--- src/rtl/owbm_pkg.sv ---
// Shared types and constants for the single-wire bus master.
// Used by owbm_regs, owbm_core and one_wire_bus_master; depends on nothing.
package owbm_pkg;

    localparam int unsigned TICK_W   = 10;
    localparam int unsigned NUM_REGS = 7;
    localparam int unsigned IDX_W    = 3;
    localparam int unsigned ADDR_W   = 5;
    localparam int unsigned DATA_W   = 32;

    localparam logic [TICK_W-1:0] PRESENCE_WAIT_MAX = 10'd200;
    localparam logic [TICK_W-1:0] PRESENCE_LOW_MAX  = 10'd240;

    // Register indexes on the configuration port.
    localparam logic [IDX_W-1:0] REG_RESET_LOW     = 3'd0;
    localparam logic [IDX_W-1:0] REG_RESET_RELEASE = 3'd1;
    localparam logic [IDX_W-1:0] REG_SLOT_START    = 3'd2;
    localparam logic [IDX_W-1:0] REG_WRITE_HOLD    = 3'd3;
    localparam logic [IDX_W-1:0] REG_WRITE_REC     = 3'd4;
    localparam logic [IDX_W-1:0] REG_READ_SAMPLE   = 3'd5;
    localparam logic [IDX_W-1:0] REG_READ_REC      = 3'd6;

    localparam logic [TICK_W-1:0] RST_RESET_LOW     = 10'd490;
    localparam logic [TICK_W-1:0] RST_RESET_RELEASE = 10'd28;
    localparam logic [TICK_W-1:0] RST_SLOT_START    = 10'd4;
    localparam logic [TICK_W-1:0] RST_WRITE_HOLD    = 10'd58;
    localparam logic [TICK_W-1:0] RST_WRITE_REC     = 10'd5;
    localparam logic [TICK_W-1:0] RST_READ_SAMPLE   = 10'd2;
    localparam logic [TICK_W-1:0] RST_READ_REC      = 10'd55;

    // Command codes.
    localparam logic [1:0] CMD_NONE  = 2'd0;
    localparam logic [1:0] CMD_RESET = 2'd1;
    localparam logic [1:0] CMD_WRITE = 2'd2;
    localparam logic [1:0] CMD_READ  = 2'd3;

    // Status codes.
    localparam logic [1:0] STAT_OK          = 2'd0;
    localparam logic [1:0] STAT_NO_PRESENCE = 2'd1;
    localparam logic [1:0] STAT_STUCK_LOW   = 2'd2;

    typedef enum logic [10:0] {
        PH_IDLE      = 11'b000_0000_0001,
        PH_RST_LOW   = 11'b000_0000_0010,
        PH_RST_REL   = 11'b000_0000_0100,
        PH_PRES_WAIT = 11'b000_0000_1000,
        PH_PRES_LOW  = 11'b000_0001_0000,
        PH_W_START   = 11'b000_0010_0000,
        PH_W_HOLD    = 11'b000_0100_0000,
        PH_W_REC     = 11'b000_1000_0000,
        PH_R_START   = 11'b001_0000_0000,
        PH_R_SAMPLE  = 11'b010_0000_0000,
        PH_R_REC     = 11'b100_0000_0000
    } t_phase;

    typedef struct packed {
        logic [TICK_W-1:0] reset_low;
        logic [TICK_W-1:0] reset_release;
        logic [TICK_W-1:0] slot_start;
        logic [TICK_W-1:0] write_hold;
        logic [TICK_W-1:0] write_rec;
        logic [TICK_W-1:0] read_sample;
        logic [TICK_W-1:0] read_rec;
    } t_cfg;

    typedef struct packed {
        logic [1:0] command;
        logic [7:0] write_data;
        logic       line_level;
    } t_item;

    typedef struct packed {
        logic       drive_low;
        logic       busy_res;
        logic       done_res;
        logic [7:0] read_data;
        logic [1:0] status;
    } t_result;

endpackage

--- src/rtl/owbm_regs.sv ---
// Timing register bank with its APB-style access port.
// Depends on owbm_pkg.
module owbm_regs (
    input  logic                       i_clk,
    input  logic                       i_rst_n,
    input  logic                       psel,
    input  logic                       penable,
    input  logic                       pwrite,
    input  logic [owbm_pkg::ADDR_W-1:0] paddr,
    input  logic [owbm_pkg::DATA_W-1:0] pwdata,
    output logic [owbm_pkg::DATA_W-1:0] prdata,
    output logic                       pready,
    output owbm_pkg::t_cfg             o_cfg
);
    import owbm_pkg::*;

    t_cfg             r_cfg;
    logic             wr_en;
    logic [IDX_W-1:0] idx;
    logic [TICK_W-1:0] rd_val;
    logic [TICK_W-1:0] wr_val;

    assign pready = 1'b1;
    assign idx    = paddr[ADDR_W-1:2];
    assign wr_en  = psel && penable && pwrite && pready;
    assign wr_val = pwdata[TICK_W-1:0];

    always_ff @(posedge i_clk) begin
        if (!i_rst_n) begin
            r_cfg.reset_low     <= RST_RESET_LOW;
            r_cfg.reset_release <= RST_RESET_RELEASE;
            r_cfg.slot_start    <= RST_SLOT_START;
            r_cfg.write_hold    <= RST_WRITE_HOLD;
            r_cfg.write_rec     <= RST_WRITE_REC;
            r_cfg.read_sample   <= RST_READ_SAMPLE;
            r_cfg.read_rec      <= RST_READ_REC;
        end else if (wr_en) begin
            case (idx)
                REG_RESET_LOW:     r_cfg.reset_low     <= wr_val;
                REG_RESET_RELEASE: r_cfg.reset_release <= wr_val;
                REG_SLOT_START:    r_cfg.slot_start    <= wr_val;
                REG_WRITE_HOLD:    r_cfg.write_hold    <= wr_val;
                REG_WRITE_REC:     r_cfg.write_rec     <= wr_val;
                REG_READ_SAMPLE:   r_cfg.read_sample   <= wr_val;
                REG_READ_REC:      r_cfg.read_rec      <= wr_val;
                default: ;
            endcase
        end
    end

    always_comb begin
        case (idx)
            REG_RESET_LOW:     rd_val = r_cfg.reset_low;
            REG_RESET_RELEASE: rd_val = r_cfg.reset_release;
            REG_SLOT_START:    rd_val = r_cfg.slot_start;
            REG_WRITE_HOLD:    rd_val = r_cfg.write_hold;
            REG_WRITE_REC:     rd_val = r_cfg.write_rec;
            REG_READ_SAMPLE:   rd_val = r_cfg.read_sample;
            REG_READ_REC:      rd_val = r_cfg.read_rec;
            default:           rd_val = '0;
        endcase
    end

    assign prdata = {{(DATA_W-TICK_W){1'b0}}, rd_val};
    assign o_cfg  = r_cfg;

endmodule

--- src/rtl/owbm_core.sv ---
// Bus sequencer: phase, tick counter, bit index and shift byte, one tick per transaction.
// Depends on owbm_pkg; timing comes from owbm_regs.
module owbm_core (
    input  logic              i_clk,
    input  logic              i_rst_n,
    input  logic              i_fire,
    input  owbm_pkg::t_item   i_item,
    input  owbm_pkg::t_cfg    i_cfg,
    output owbm_pkg::t_result o_result
);
    import owbm_pkg::*;

    t_phase            r_phase,  n_phase;
    logic [TICK_W-1:0] r_tick,   n_tick;
    logic [2:0]        r_bit,    n_bit;
    logic [7:0]        r_shift,  n_shift;
    logic [1:0]        r_status, n_status;
    logic [7:0]        r_read,   n_read;

    t_phase            cur;
    logic [TICK_W-1:0] limit;
    logic [TICK_W-1:0] cnt_inc;
    logic              cnt_hit;
    logic              drive;
    logic              busy;
    logic              done;

    always_comb begin
        n_phase  = r_phase;
        n_tick   = r_tick;
        n_bit    = r_bit;
        n_shift  = r_shift;
        n_status = r_status;
        n_read   = r_read;
        drive    = 1'b0;
        busy     = 1'b0;
        done     = 1'b0;

        // A command is taken only in idle, and its tick already counts.
        if (r_phase == PH_IDLE && i_item.command != CMD_NONE) begin
            n_tick = '0;
            n_bit  = '0;
            case (i_item.command)
                CMD_RESET: n_phase = PH_RST_LOW;
                CMD_WRITE: begin
                    n_shift = i_item.write_data;
                    n_phase = PH_W_START;
                end
                default: begin
                    n_shift = '0;
                    n_phase = PH_R_START;
                end
            endcase
        end

        cur = n_phase;

        case (cur)
            PH_RST_LOW:                limit = i_cfg.reset_low;
            PH_RST_REL:                limit = i_cfg.reset_release;
            PH_PRES_WAIT:              limit = PRESENCE_WAIT_MAX;
            PH_PRES_LOW:               limit = PRESENCE_LOW_MAX;
            PH_W_START, PH_R_START:    limit = i_cfg.slot_start;
            PH_W_HOLD:                 limit = i_cfg.write_hold;
            PH_W_REC:                  limit = i_cfg.write_rec;
            PH_R_SAMPLE:               limit = i_cfg.read_sample;
            PH_R_REC:                  limit = i_cfg.read_rec;
            default:                   limit = '1;
        endcase

        cnt_inc = n_tick + 1'b1;
        cnt_hit = (cnt_inc >= limit);
        busy    = (cur != PH_IDLE);

        case (cur)
            PH_RST_LOW: begin
                drive  = 1'b1;
                n_tick = cnt_hit ? '0 : cnt_inc;
                if (cnt_hit) n_phase = PH_RST_REL;
            end
            PH_RST_REL: begin
                n_tick = cnt_hit ? '0 : cnt_inc;
                if (cnt_hit) n_phase = PH_PRES_WAIT;
            end
            PH_PRES_WAIT: begin
                if (!i_item.line_level) begin
                    n_tick  = '0;
                    n_phase = PH_PRES_LOW;
                end else begin
                    n_tick = cnt_hit ? '0 : cnt_inc;
                    if (cnt_hit) begin
                        n_status = STAT_NO_PRESENCE;
                        n_phase  = PH_IDLE;
                        done     = 1'b1;
                    end
                end
            end
            PH_PRES_LOW: begin
                if (i_item.line_level) begin
                    n_tick   = '0;
                    n_status = STAT_OK;
                    n_phase  = PH_IDLE;
                    done     = 1'b1;
                end else begin
                    n_tick = cnt_hit ? '0 : cnt_inc;
                    if (cnt_hit) begin
                        n_status = STAT_STUCK_LOW;
                        n_phase  = PH_IDLE;
                        done     = 1'b1;
                    end
                end
            end
            PH_W_START: begin
                drive  = 1'b1;
                n_tick = cnt_hit ? '0 : cnt_inc;
                if (cnt_hit) n_phase = PH_W_HOLD;
            end
            PH_W_HOLD: begin
                drive  = ~n_shift[0];
                n_tick = cnt_hit ? '0 : cnt_inc;
                if (cnt_hit) n_phase = PH_W_REC;
            end
            PH_W_REC: begin
                n_tick = cnt_hit ? '0 : cnt_inc;
                if (cnt_hit) begin
                    if (n_bit == 3'd7) begin
                        n_bit   = '0;
                        n_phase = PH_IDLE;
                        done    = 1'b1;
                    end else begin
                        n_bit   = n_bit + 1'b1;
                        n_shift = {1'b0, n_shift[7:1]};
                        n_phase = PH_W_START;
                    end
                end
            end
            PH_R_START: begin
                drive  = 1'b1;
                n_tick = cnt_hit ? '0 : cnt_inc;
                if (cnt_hit) n_phase = PH_R_SAMPLE;
            end
            PH_R_SAMPLE: begin
                n_tick = cnt_hit ? '0 : cnt_inc;
                if (cnt_hit) begin
                    n_shift = {i_item.line_level, n_shift[7:1]};
                    n_phase = PH_R_REC;
                end
            end
            PH_R_REC: begin
                n_tick = cnt_hit ? '0 : cnt_inc;
                if (cnt_hit) begin
                    if (n_bit == 3'd7) begin
                        n_bit   = '0;
                        n_read  = n_shift;
                        n_phase = PH_IDLE;
                        done    = 1'b1;
                    end else begin
                        n_bit   = n_bit + 1'b1;
                        n_phase = PH_R_START;
                    end
                end
            end
            default: begin
                n_phase = PH_IDLE;
                busy    = 1'b0;
            end
        endcase
    end

    always_ff @(posedge i_clk) begin
        if (!i_rst_n) begin
            r_phase  <= PH_IDLE;
            r_tick   <= '0;
            r_bit    <= '0;
            r_shift  <= '0;
            r_status <= STAT_OK;
            r_read   <= '0;
        end else if (i_fire) begin
            r_phase  <= n_phase;
            r_tick   <= n_tick;
            r_bit    <= n_bit;
            r_shift  <= n_shift;
            r_status <= n_status;
            r_read   <= n_read;
        end
    end

    assign o_result.drive_low = drive;
    assign o_result.busy_res  = busy;
    assign o_result.done_res  = done;
    assign o_result.read_data = n_read;
    assign o_result.status    = n_status;

    // An operation that finishes leaves the sequencer idle for the next tick.
    a_done_to_idle: assert property (@(posedge i_clk) disable iff (!i_rst_n)
        (i_fire && done) |=> (r_phase == PH_IDLE))
        else $error("sequencer not idle after an operation finished");

    // The bit index only advances inside a byte operation.
    a_bit_idle: assert property (@(posedge i_clk) disable iff (!i_rst_n)
        (r_phase == PH_IDLE) |-> (r_bit == 3'd0))
        else $error("bit index left nonzero in idle");

    // Driving the line or finishing only happens inside an operation.
    a_busy_cover: assert property (@(posedge i_clk) disable iff (!i_rst_n)
        (drive || done) |-> busy)
        else $error("line driven or done flagged outside an operation");

    // Status changes only when a reset operation finishes.
    a_status_hold: assert property (@(posedge i_clk) disable iff (!i_rst_n)
        (i_fire && !(done && (cur == PH_PRES_WAIT || cur == PH_PRES_LOW)))
            |=> $stable(r_status))
        else $error("status changed outside a presence result");

endmodule

--- src/rtl/one_wire_bus_master.sv ---
// Single-wire bus master top level: input stage, sequencer, result stage, register port.
// Depends on owbm_pkg, owbm_regs and owbm_core.
//
// Each input transaction is one bus tick carrying an optional command and the sampled
// line level; each one yields exactly one result transaction. The block takes one
// transaction per clock cycle while its output is not stalled: a tick goes through an
// input register, the sequencer evaluates it combinationally and the result lands in an
// output register. A stalled output holds the result register; the input register then
// takes at most one more transaction and raises o_stall while it holds it. The sequencer
// state only moves when a tick passes into the result register. Timing registers are
// written through the APB-style port and should only be changed while no operation runs.
module one_wire_bus_master (
    input  logic                        i_clk,
    input  logic                        i_rst_n,
    input  logic                        i_valid,
    output logic                        o_stall,
    input  logic [1:0]                  i_command,
    input  logic [7:0]                  i_write_data,
    input  logic                        i_line_level,
    output logic                        o_valid,
    input  logic                        i_stall,
    output logic                        o_drive_low,
    output logic                        o_busy_res,
    output logic                        o_done_res,
    output logic [7:0]                  o_read_data,
    output logic [1:0]                  o_status,
    input  logic                        psel,
    input  logic                        penable,
    input  logic                        pwrite,
    input  logic [owbm_pkg::ADDR_W-1:0] paddr,
    input  logic [owbm_pkg::DATA_W-1:0] pwdata,
    output logic [owbm_pkg::DATA_W-1:0] prdata,
    output logic                        pready
);
    import owbm_pkg::*;

    t_cfg    cfg;
    t_result res;

    logic    r_in_valid;
    t_item   r_in_item;
    logic    r_out_valid;
    t_result r_out_res;
    logic    fire;
    logic    load;

    owbm_regs u_regs (
        .i_clk   (i_clk),
        .i_rst_n (i_rst_n),
        .psel    (psel),
        .penable (penable),
        .pwrite  (pwrite),
        .paddr   (paddr),
        .pwdata  (pwdata),
        .prdata  (prdata),
        .pready  (pready),
        .o_cfg   (cfg)
    );

    owbm_core u_core (
        .i_clk    (i_clk),
        .i_rst_n  (i_rst_n),
        .i_fire   (fire),
        .i_item   (r_in_item),
        .i_cfg    (cfg),
        .o_result (res)
    );

    assign fire    = r_in_valid && (!r_out_valid || !i_stall);
    assign o_stall = r_in_valid && !fire;
    assign load    = i_valid && !o_stall;

    always_ff @(posedge i_clk) begin
        if (!i_rst_n) begin
            r_in_valid <= 1'b0;
        end else if (load) begin
            r_in_valid <= 1'b1;
        end else if (fire) begin
            r_in_valid <= 1'b0;
        end
    end

    always_ff @(posedge i_clk) begin
        if (load) begin
            r_in_item.command    <= i_command;
            r_in_item.write_data <= i_write_data;
            r_in_item.line_level <= i_line_level;
        end
    end

    always_ff @(posedge i_clk) begin
        if (!i_rst_n) begin
            r_out_valid <= 1'b0;
        end else if (fire) begin
            r_out_valid <= 1'b1;
        end else if (!i_stall) begin
            r_out_valid <= 1'b0;
        end
    end

    always_ff @(posedge i_clk) begin
        if (fire) begin
            r_out_res <= res;
        end
    end

    assign o_valid     = r_out_valid;
    assign o_drive_low = r_out_res.drive_low;
    assign o_busy_res  = r_out_res.busy_res;
    assign o_done_res  = r_out_res.done_res;
    assign o_read_data = r_out_res.read_data;
    assign o_status    = r_out_res.status;

    // A full result register under stall must keep its transaction.
    a_out_hold: assert property (@(posedge i_clk) disable iff (!i_rst_n)
        (r_out_valid && i_stall) |=> (r_out_valid && $stable(r_out_res)))
        else $error("result register lost a stalled transaction");

    // The sequencer only advances when an input tick is present.
    a_fire_needs_item: assert property (@(posedge i_clk) disable iff (!i_rst_n)
        fire |-> r_in_valid)
        else $error("sequencer advanced without an input tick");

    // A held input transaction stays in place until the sequencer takes it.
    a_in_hold: assert property (@(posedge i_clk) disable iff (!i_rst_n)
        (r_in_valid && !fire) |=> (r_in_valid && $stable(r_in_item)))
        else $error("input register lost a stalled transaction");

endmodule

--- config.mk ---
export PLATFORM = sky130hd
export DESIGN_NAME = one_wire_bus_master
export DESIGN_NICKNAME = d
export VERILOG_FILES = /design/src/rtl/owbm_pkg.sv /design/src/rtl/owbm_regs.sv /design/src/rtl/owbm_core.sv /design/src/rtl/one_wire_bus_master.sv
export SDC_FILE = /design/constraint.sdc
export NUM_CORES = 1
export LEC_CHECK = 0
export ABC_AREA = 1
export BUFFER_PORTS_ARGS = -buffer_cell sky130_fd_sc_hd__clkbuf_2
export CAP_MARGIN = 20
export CORE_ASPECT_RATIO = 2
export CORE_MARGIN = 2
export CORE_UTILIZATION = 40
export DETAILED_ROUTE_END_ITERATION = 10
export GPL_ROUTABILITY_DRIVEN = 1
export SETUP_SLACK_MARGIN = 0.3
export SYNTH_ARGS = -nofsm -noshare
export SYNTH_HDL_FRONTEND = slang
export SYNTH_HIERARCHICAL = 1
export SYNTH_SLANG_ARGS = --single-unit
--- constraint.sdc ---
create_clock -name i_clk -period 5 [get_ports i_clk]
set_clock_uncertainty 0.2 [all_clocks]
set_input_delay 1 -clock i_clk [delete_from_list [all_inputs] [get_ports i_clk]]
set_output_delay 1 -clock i_clk [all_outputs]
set_load 0.02 [all_outputs]
==> results.py, run 1 <==
metrics = {
    "critical_path": {
        "endpoint_kind": "register",
        "critPathArrivalTime_ps": 4620,
        "cp_num_buf_inv": 10,
        "cp-endpoint": "u_core/r_status[0]$_SDFFE_PN0P_",
        "critPathMaxStageDelay_ps": 380,
        "rr_endpoint": "u_core/r_status[0]$_SDFFE_PN0P_",
        "reg2reg_slack_ps": 550,
        "path_common_cell": "buf_4",
        "critical_path.max_fanout": 11,
        "startpoint_type": "register",
        "path_depth": 29,
        "critPathSlowestCell": "edfxtp_1",
        "crit_start": "r_in_item[9]$_DFFE_PP_",
        "cp_top_family": "simple AND/OR/NAND/NOR gates",
        "required_ps": 5160,
        "r2r-start": "r_in_item[9]$_DFFE_PP_",
        "reg2reg_depth": 29,
        "critical_path_class": "reg -> reg",
    },
    "placed_design": {
        "dp_slack_ps": 256,
        "io_buffers": 55,
        "gp_congestion": 0.921,
        "placedCellCount": 1547,
        "hpwl_mm": 19.4,
        "placed_area_um2": 8970,
    },
    "sta": {
        "slew_headroom_pct": 30.6,
        "rsz0062_at_grt": "false",
        "setup_viol": 0,
        "slew_viol_final": 0,
        "min_period_ps": 4450,
        "timing.final.crit_share_pct": 89.1,
        "fin_setup_tns_ps": 0,
        "fmax_mhz": 225,
        "layout_setup_ws_ps": 546,
        "worst_pin_slew_ps": 1040,
        "hold_viol": 0,
    },
    "run": {
        "maxCapViolCount": 0,
    },
    "global_routing": {
        "grt_use_total_pct": 24.7,
        "grt_pass1_vias": 8045,
        "grt_overflow": 0,
        "grt_start_max_net_pins": 61,
        "antenna_found_initial": 0,
        "grt_first_pass_wirelength_mm": 42.5,
    },
    "logic_synthesis": {
        "ys_ff_latch": 138,
        "yosysWarnings": 6,
        "synthArstFlopShare_pct": 0,
        "syn_area_per_cell_um2": 6.79,
        "synth_top_area_share_pct": 27.1,
        "ys_top_cells_by_area": "dfxtp_1 27%, nand2_1 15%, edfxtp_1 8.6%",
        "synth_cell_type_count": 48,
        "syn_area_um2": 8420,
        "synth_largest_area_cell": "dfxtp_1",
        "netlist_instances": 1240,
        "synth_edf_count": 24,
        "yosysSeqAreaShare_pct": 35.7,
        "synth_ff_type": "dfxtp_1",
    },
    "layout": {
        "area_growth_pct": 16.2,
        "seq_area_um2": 3000,
        "final_cell_mix": "329 x nand2_1, 179 x nor2_1, 114 x dfxtp_1",
        "layout.cells.non_filler": 1588,
        "n_antenna_cell": 0,
        "multi_input_comb_area_um2": 4800,
        "nets": 1380,
        "final_common_cell": "nand2_1",
        "layout-drive-gt1-share_pct": 18.5,
        "num-fill-cells": 2231,
        "design_area_um2": 9780,
    },
    "cts": {
        "clk_path_buf_depth": 2,
        "cts_sinks": 138,
        "cts_tree": "done",
        "ctsHoldBuffers": 0,
        "htreeDepth": 4,
        "clk_latency_ps": 430,
        "clk_pin_slew_ps": 60,
        "cts-buffers-inserted": 17,
        "cts.root.buffer_cell": "clkbuf_16",
    },
    "floorplan": {
        "start_util_pct": 40.4,
        "core_area_um2": 20800,
        "num_rows": 75,
        "dieHeight_um": 209,
        "die-area_um2": 22300,
        "die_w_um": 107,
        "pin_count": 103,
    },
    "power_and_ir_drop": {
        "leakage_nw": 4.51,
        "vdd_drop_max_mv": 0.185,
        "power_mw": 2.85,
        "power_density_nw_per_um2": 292,
    },
    "route": {
        "routed_wl_mm": 27.1,
        "drtAntennaViolNets": 0,
        "dr.pass1.iters": 8,
        "drc": 0,
        "vias_per_cell": 5.34,
        "drtIter0Drc": 397,
        "num_vias": 8486,
        "wire_per_inst_um": 17.1,
    },
    "hold_path": {
        "worstHoldPathType": "reg -> reg",
    },
    "status": {
        "status": "finished, final reports clean",
    },
}
routing by layer:
| metal | vias up | part of all wire (%) | routed length, µm | global-route usage [%] |
|---|---|---|---|---|
| met5 | - | 0 | 0 | 0 |
| met4 | 0 | 6.5 | 1770 | 16.0 |
| met3 | 92 | 6.2 | 1690 | 3.49 |
| met2 | 349 | 53 | 14300 | 45.6 |
| met1 | 3891 | 35 | 9420 | 25.4 |
| li1 | 4154 | - | - | - |
report_power, final:
group | internal [mW] | total [mW] | switching, mW
clock network | 0.654 | 1.13 | 0.478
registers | 1.17 | 1.19 | 0.0216
logic | 0.167 | 0.531 | 0.364
total | 1.99 | 2.85 | 0.864
worst reg2reg max path: cells and delay by family (launching register included):
family                   cells  cell delay, ps
AND/OR/NAND/NOR             15            1770
flip-flops                   1             380
buffers and inverters       10            1320
AO/OA/AOI/OAI                2             220
adder cells (fa/ha/maj)      2             490
final cells by class:
type	count	share of cell area (%)
Clock inverter	9	0.512
Sequential cell	138	30.7
Tap cell	269	3.44
Timing Repair Buffer	103	6.99
Multi-Input combinational cell	937	49.1
Inverter	110	4.50
Clock buffer	22	4.76
what timing repair did:
action                     in CTS  in global routing
hold endpoints to repair        0                  0
pin swaps                       0                 11
gates resized for setup         2                 49
setup buffers                   0                  9
setup endpoints to repair       6                 40
cloned                          0                  1
registers in the layout (all words and copies together) (netlist names):
name,flops
r_in_item,11
o_done_res,1
u_core/r_bit,3
o_busy_res,1
u_regs/o_cfg,70
u_core/r_phase,11
u_core/r_tick,10
o_valid,1
o_drive_low,1
o_read_data,8
u_core/r_shift,8
u_core/r_read,8
u_core/r_status,2
r_in_valid,1
o_status,2
worst min path at each step:
stage / start / end / slack (ps) / cells past startpoint
after floorplan: u_core/r_tick[1]$_SDFFE_PN0P_ / u_core/r_tick[1]$_SDFFE_PN0P_ / 250 / 2
after global placement: u_core/r_bit[2]$_SDFFE_PN0P_ / u_core/r_bit[2]$_SDFFE_PN0P_ / 250 / 2
after detailed placement: u_core/r_bit[1]$_SDFFE_PN0P_ / u_core/r_bit[1]$_SDFFE_PN0P_ / 260 / 2
after CTS: u_core/r_tick[8]$_SDFFE_PN0P_ / u_core/r_tick[8]$_SDFFE_PN0P_ / 270 / 2
after global routing: u_core/r_tick[1]$_SDFFE_PN0P_ / u_core/r_tick[1]$_SDFFE_PN0P_ / 290 / 2
final: u_core/r_tick[2]$_SDFFE_PN0P_ / u_core/r_tick[2]$_SDFFE_PN0P_ / 270 / 2
cells by family after synthesis:
| group | synth area share, % |
|---|---|
| flops | 35.7 |
| simple gates | 40.8 |
| fa+ha+maj | 2.67 |
| xor+xnor | 0.416 |
| compound gates | 9.97 |
| other cells | 0.0892 |
| buf+inv | 10.4 |
Yosys cell counts, types with 24 or more instances:
cell type  instances
nand3_1          103
nand4_1           44
o21ai_0           57
dfxtp_1          114
edfxtp_1          24
a21oi_1           50
inv_1             84
nor2_1           182
buf_4             31
nand2_1          330
metrics by stage:
step / hold slack (ps) / util (%)
2_1_floorplan: 245 / -
3_3_place_gp: 252 / 43.1
3_5_place_dp: 258 / 43.1
4_1_cts: 274 / 45.6
5_1_grt: 288 / 47.0
6_report: 271 / 47.0
(Power assumes the default switching activity.)
==> run 2: changes to the inputs <==
--- a/config.mk
+++ b/config.mk
@@ -8,11 +8,15 @@
 export ABC_AREA = 1
 export BUFFER_PORTS_ARGS = -buffer_cell sky130_fd_sc_hd__clkbuf_2
 export CAP_MARGIN = 20
+export CELL_PAD_IN_SITES_DETAIL_PLACEMENT = 0
+export CELL_PAD_IN_SITES_GLOBAL_PLACEMENT = 1
 export CORE_ASPECT_RATIO = 2
 export CORE_MARGIN = 2
 export CORE_UTILIZATION = 40
 export DETAILED_ROUTE_END_ITERATION = 10
 export GPL_ROUTABILITY_DRIVEN = 1
+export PLACE_DENSITY_LB_ADDON = 0.1
+export RECOVER_POWER = 25
 export SETUP_SLACK_MARGIN = 0.3
 export SYNTH_ARGS = -nofsm -noshare
 export SYNTH_HDL_FRONTEND = slang
==> run 2 against run 1 <==
Effect of this change:
- the flow now finishes with violations (max-capacitance violations, max-slew violations)
- combinational power grew 1%
- non-clock buffer count grew 8
- critical path depth shrank 3
- register-to-register slack lost 50 ps
- power grew 10%
- first-iteration DRC count grew 11%
- worst hold slack lost 5.2 ps
- fmax shrank 1.1%
- global-route usage grew 2.2 points
- sequential share of layout area shrank 0.44 points
- setup slack lost 50 ps
==> results.py, run 2 (synthesized netlist as in run 1, its figures left out) <==
metrics = {
    "power_and_ir_drop": {
        "p_comb_share_pct": 17.1,
        "internal-power_mw": 2.23,
        "leakage_nw": 4.56,
        "swShare_pct": 28.9,
        "power_density_nw_per_um2": 317,
        "power.switching_uw": 910,
        "p_seq_share_pct": 37.8,
        "clkPwrFrac_pct": 45.1,
        "vdd_drop_max_mv": 0.191,
    },
    "global_routing": {
        "grt_first_pass_wirelength_mm": 44.9,
        "grt_start_max_net_pins": 61,
        "grt_pass1_vias": 7997,
        "antenna_found_initial": 0,
        "grt_overflow": 0,
        "grt_use_total_pct": 27.0,
    },
    "route": {
        "highest-signal-layer": "met4",
        "routed_wl_mm": 29.5,
        "met1Wirelength_mm": 10.5,
        "drtAntennaViolNets": 0,
        "wire_per_inst_um": 18.5,
        "dr.pass1.iters": 7,
        "vias_per_cell": 5.19,
        "num_vias": 8288,
        "routed-wl-met3_mm": 1.14,
        "drc": 0,
        "drtIter0Drc": 439,
        "route.met2.wl_mm": 16.3,
    },
    "sta": {
        "timing.final.crit_share_pct": 90.1,
        "slew_viol_final": 104,
        "fmax_mhz": 222,
        "worst_pin_slew_ps": 2670,
        "min_period_ps": 4500,
        "hold_viol": 0,
        "fin_hold_ws_ps": 266,
        "rsz0062_at_grt": "false",
        "setup_viol": 0,
        "fin_setup_tns_ps": 0,
        "slew_headroom_pct": -77.7,
    },
    "critical_path": {
        "critPathArrivalTime_ps": 4520,
        "startpoint_type": "register",
        "required_ps": 5010,
        "reg2reg_slack_ps": 500,
        "endpoint_kind": "register",
        "rr_endpoint": "u_core/r_shift[4]$_SDFFE_PN0P_",
        "critical_path_class": "reg -> reg",
        "r2r-start": "r_in_item[9]$_DFFE_PP_",
        "reg2reg_depth": 26,
        "critical_path.max_fanout": 8,
    },
    "hold_path": {
        "worstHoldPathType": "reg -> reg",
        "min_to": "u_core/r_bit[2]$_SDFFE_PN0P_",
        "whs_path_depth": 2,
        "min_from": "u_core/r_bit[2]$_SDFFE_PN0P_",
    },
    "placed_design": {
        "placed_area_um2": 9030,
        "io_buffers": 55,
        "gp_congestion": 0.853,
        "placedCellCount": 1554,
        "hpwl_mm": 21.5,
    },
    "floorplan": {
        "pin_count": 103,
        "die_w_um": 107,
        "die-area_um2": 22300,
        "dieHeight_um": 209,
        "core_area_um2": 20800,
        "start_util_pct": 40.4,
        "num_rows": 75,
    },
    "layout": {
        "largest_reg_flops": 70,
        "area_growth_pct": 17.9,
        "fin_util_pct": 47.6,
        "final_common_cell": "nand2_1",
        "layout.cells.non_filler": 1596,
        "nets": 1387,
        "n_antenna_cell": 0,
        "design_area_um2": 9930,
        "layout-drive-gt1-share_pct": 18.4,
        "final_cell_mix": "327 x nand2_1, 178 x nor2_1, 114 x dfxtp_1",
    },
    "cts": {
        "clk_pin_slew_ps": 60,
        "cts.root.buffer_cell": "clkbuf_16",
        "cts_tree": "done",
        "ctsHoldBuffers": 0,
        "cts-buffers-inserted": 17,
        "htreeDepth": 4,
        "cts_sinks": 138,
        "clk_latency_ps": 440,
        "clk_path_buf_depth": 2,
    },
    "status": {
        "status": "finished, violations left",
        "violations": "max-capacitance violations, max-slew violations",
    },
    "run": {
        "maxCapViolCount": 2,
    },
}
==> run 2: layer usage <==
| metal | GRT usage, % | up-vias |
|---|---|---|
| li1 | - | 4155 |
| met1 | 26.9 | 3819 |
| met2 | 51.7 | 235 |
| met3 | 4.40 | 79 |
| met4 | 14.4 | 0 |
| met5 | 0 | - |
==> run 2: cell type report <==
type                       count  area (µm²)
multi-input combinational    936        4780
clock buffer                  22         495
inverter                     110         420
clock inverter                10         160
timing repair buffer         111         733
fill                        2269       10900
tap                          269         337
sequential                   138        3000
==> run 2: repair_timing <==
item	in CTS	in global routing
gates resized for setup	0	50
endpoints found under the setup margin	0	46
setup buffers	0	10
==> run 2: worst max path at each step <==
stage / slack (ps) / end / startpoint / depth (start not counted)
global route: 180 / u_core/r_shift[7]$_SDFFE_PN0P_ / r_in_item[9]$_DFFE_PP_ / 29
finish: 500 / u_core/r_shift[4]$_SDFFE_PN0P_ / r_in_item[9]$_DFFE_PP_ / 26
detailed placement: 440 / u_core/r_shift[6]$_SDFFE_PN0P_ / r_in_item[10]$_DFFE_PP_ / 25
CTS: 390 / u_core/r_shift[6]$_SDFFE_PN0P_ / r_in_item[10]$_DFFE_PP_ / 25
global placement: 430 / u_core/r_shift[6]$_SDFFE_PN0P_ / r_in_item[9]$_DFFE_PP_ / 25
floorplan: 820 / u_core/r_shift[1]$_SDFFE_PN0P_ / r_in_item[9]$_DFFE_PP_ / 25
==> run 2: power by group through the flow <==
stage,registers (mW),clock network (mW),logic (mW)
2_1_floorplan,1.22,0,0.344
3_3_place_gp,1.21,0,0.506
3_5_place_dp,1.21,0,0.508
4_1_cts,1.19,1.44,0.509
5_1_grt,1.19,1.49,0.583
6_report,1.19,1.42,0.537
==> run 2: through the flow <==
stage / setup slack (ps) / total power, mW
floorplan: 818 / 1.56
global placement: 433 / 1.72
detailed placement: 439 / 1.72
CTS: 392 / 3.14
global route: 181 / 3.27
finish: 496 / 3.14
==> run 2: worst max-delay path, cell delays in order, from the launching register on <==
cell and delay, ps:
edfxtp_1 390, inv_2 70, ha_2 190, inv_1 70
nand3_1 70, nor2_1 160, nand3_2 160, nand2_4 130
nor2_8 70, nand3_4 130, clkinvlp_4 190, buf_6 190
a22o_1 220, nor2_1 150, nand3_1 130, ha_1 300
nand2_1 50, nor4_2 280, nand3_1 130, nand3_2 140
inv_1 70, or2_2 310, nor2_4 100, nor2_1 40
buf_4 170, nand2_1 60, a31oi_1 80
==> run 3: changes to the inputs <==
==> constraint.sdc (replaced) <==
create_clock -name i_clk -period 5.8 [get_ports i_clk]
set_clock_uncertainty 0.2 [all_clocks]
set_input_delay 1.16 -clock i_clk [delete_from_list [all_inputs] [get_ports i_clk]]
set_output_delay 1.16 -clock i_clk [all_outputs]
set_load 0.02 [all_outputs]
==> run 3 against run 2 <==
Effect of this change:
- the flow still finishes with violations (max-capacitance violations, max-slew violations)
- first-iteration DRC count up 1.8%
- non-clock buffer count down 38
- sequential power down 13%
- utilization down 2.4 points
- cell area down 5.0%
- die area unchanged
- highest routed layer unchanged
- wire length down 1.6%
- global-route usage up 0.12 points
==> results.py, run 3 (synthesized netlist as in run 1, its figures left out) <==
metrics = {
    "cts": {
        "htreeDepth": 4,
        "cts.root.buffer_cell": "clkbuf_16",
        "cts_tree": "done",
        "clk_latency_ps": 440,
        "ctsHoldBuffers": 0,
        "cts_sinks": 138,
        "clk_pin_slew_ps": 60,
        "clk_path_buf_depth": 2,
        "cts-buffers-inserted": 17,
    },
    "sta": {
        "rsz0062_at_grt": "false",
        "fmax_mhz": 198,
        "slew_viol_final": 61,
        "worst_pin_slew_ps": 2690,
        "hold_viol": 0,
        "slew_headroom_pct": -79.2,
        "fin_setup_tns_ps": 0,
        "timing.final.crit_share_pct": 87.2,
        "setup_viol": 0,
        "min_period_ps": 5060,
    },
    "run": {
        "maxCapViolCount": 1,
    },
    "hold_path": {
        "worstHoldPathType": "reg -> reg",
    },
    "route": {
        "routed_wl_mm": 29.1,
        "vias_per_cell": 5.27,
        "num_vias": 8210,
        "drtAntennaViolNets": 0,
        "drtIter0Drc": 447,
        "drc": 0,
        "dr.pass1.iters": 5,
        "wire_per_inst_um": 18.6,
    },
    "power_and_ir_drop": {
        "vdd_drop_max_mv": 0.169,
        "leakage_nw": 4.31,
        "power_density_nw_per_um2": 275,
    },
    "floorplan": {
        "die_w_um": 107,
        "pin_count": 103,
        "core_area_um2": 20800,
        "start_util_pct": 40.4,
        "num_rows": 75,
        "dieHeight_um": 209,
        "die-area_um2": 22300,
    },
    "global_routing": {
        "grt_start_max_net_pins": 69,
        "grt_use_total_pct": 27.1,
        "grt_pass1_vias": 8030,
        "grt_first_pass_wirelength_mm": 45.2,
        "antenna_found_initial": 0,
        "grt_overflow": 0,
    },
    "layout": {
        "n_antenna_cell": 0,
        "nets": 1349,
        "design_area_um2": 9430,
        "layout-drive-gt1-share_pct": 14.4,
        "fin_util_pct": 45.3,
        "final_cell_mix": "330 x nand2_1, 181 x nor2_1, 114 x dfxtp_1",
        "largest_reg_flops": 70,
        "final_common_cell": "nand2_1",
        "area_growth_pct": 12.0,
    },
    "placed_design": {
        "placed_area_um2": 8800,
        "hpwl_mm": 21.2,
        "gp_congestion": 0.883,
        "io_buffers": 55,
    },
    "critical_path": {
        "startpoint_type": "register",
        "endpoint_kind": "register",
        "critical_path_class": "reg -> reg",
        "cp_top_family": "simple AND/OR/NAND/NOR gates",
        "cp_num_buf_inv": 5,
        "critPathMaxStageDelay_ps": 470,
        "critical_path.max_fanout": 10,
        "critPathSlowestCell": "clkinv_1",
        "critPathArrivalTime_ps": 5070,
        "required_ps": 5820,
    },
    "status": {
        "status": "finished, violations left",
        "violations": "max-capacitance violations, max-slew violations",
    },
}
run 3: changes by cell type in the layout (fill, tap and decap cells not counted), moves of 4 or more:
cell / previous run / this run
nor3_2: 7 / 1
nor3_1: 4 / 10
nand3_2: 5 / 9
o21ai_0: 52 / 56
nand3_4: 10 / 5
buf_6: 6 / 0
buf_4: 46 / 17
run 3: final timing paths:
path | start | endpoint | slack, ps | cells past startpoint
setup reg to reg | r_in_item[9]$_DFFE_PP_ | u_core/r_shift[6]$_SDFFE_PN0P_ | 740 | 25
hold reg to reg | u_core/r_tick[8]$_SDFFE_PN0P_ | u_core/r_tick[8]$_SDFFE_PN0P_ | 260 | 2
setup / recovery | r_in_item[9]$_DFFE_PP_ | u_core/r_shift[6]$_SDFFE_PN0P_ | 740 | 25
hold / removal | u_core/r_tick[8]$_SDFFE_PN0P_ | u_core/r_tick[8]$_SDFFE_PN0P_ | 260 | 2
run 3: layout make-up:
type | instances | area (µm²)
multi-input cells | 936 | 4640
repair buffers | 73 | 393
clock inverters | 6 | 70.1
clock buffers | 26 | 563
flip-flops and latches | 138 | 3000
inverters | 110 | 432
well taps | 269 | 337
fillers | 2288 | 11400
run 3: routing by layer:
layer,vias up,share of wire (%),track usage (%)
met3,72,3.8,4.34
met5,-,0,0
met1,3812,36,27.6
met2,247,55,50.8
li1,4079,-,-
met4,0,5.3,15.5
run 3: metrics by stage:
step	power, mW	setup slack (ps)	hold WS (ps)	cells
after floorplan	1.34	1620	245	1261
after global routing	2.70	224	288	1558
after global placement	1.46	630	254	1526
final	2.60	741	264	1558
after CTS	2.62	585	266	1558
after detailed placement	1.46	610	257	1526
run 3: repair_timing:
item / in CTS / in global routing
endpoints found under the setup margin: 0 / 21
gates resized for setup: 0 / 9
setup buffers: 0 / 0
run 3: tightest hold or removal path, delay by kind of cell (launching register included):
family           cells  cell delay (ps)
flip-flops           1              310
AND/OR/NAND/NOR      1               60
AO/OA/AOI/OAI        1               50
run 3: where the power goes:
part	switching [mW]	leakage, nW	internal [mW]
Sequential	0.0167	1.16	1.01
Clock	0.437	0.313	0.716
Combinational	0.308	2.84	0.110
Total	0.762	4.31	1.83
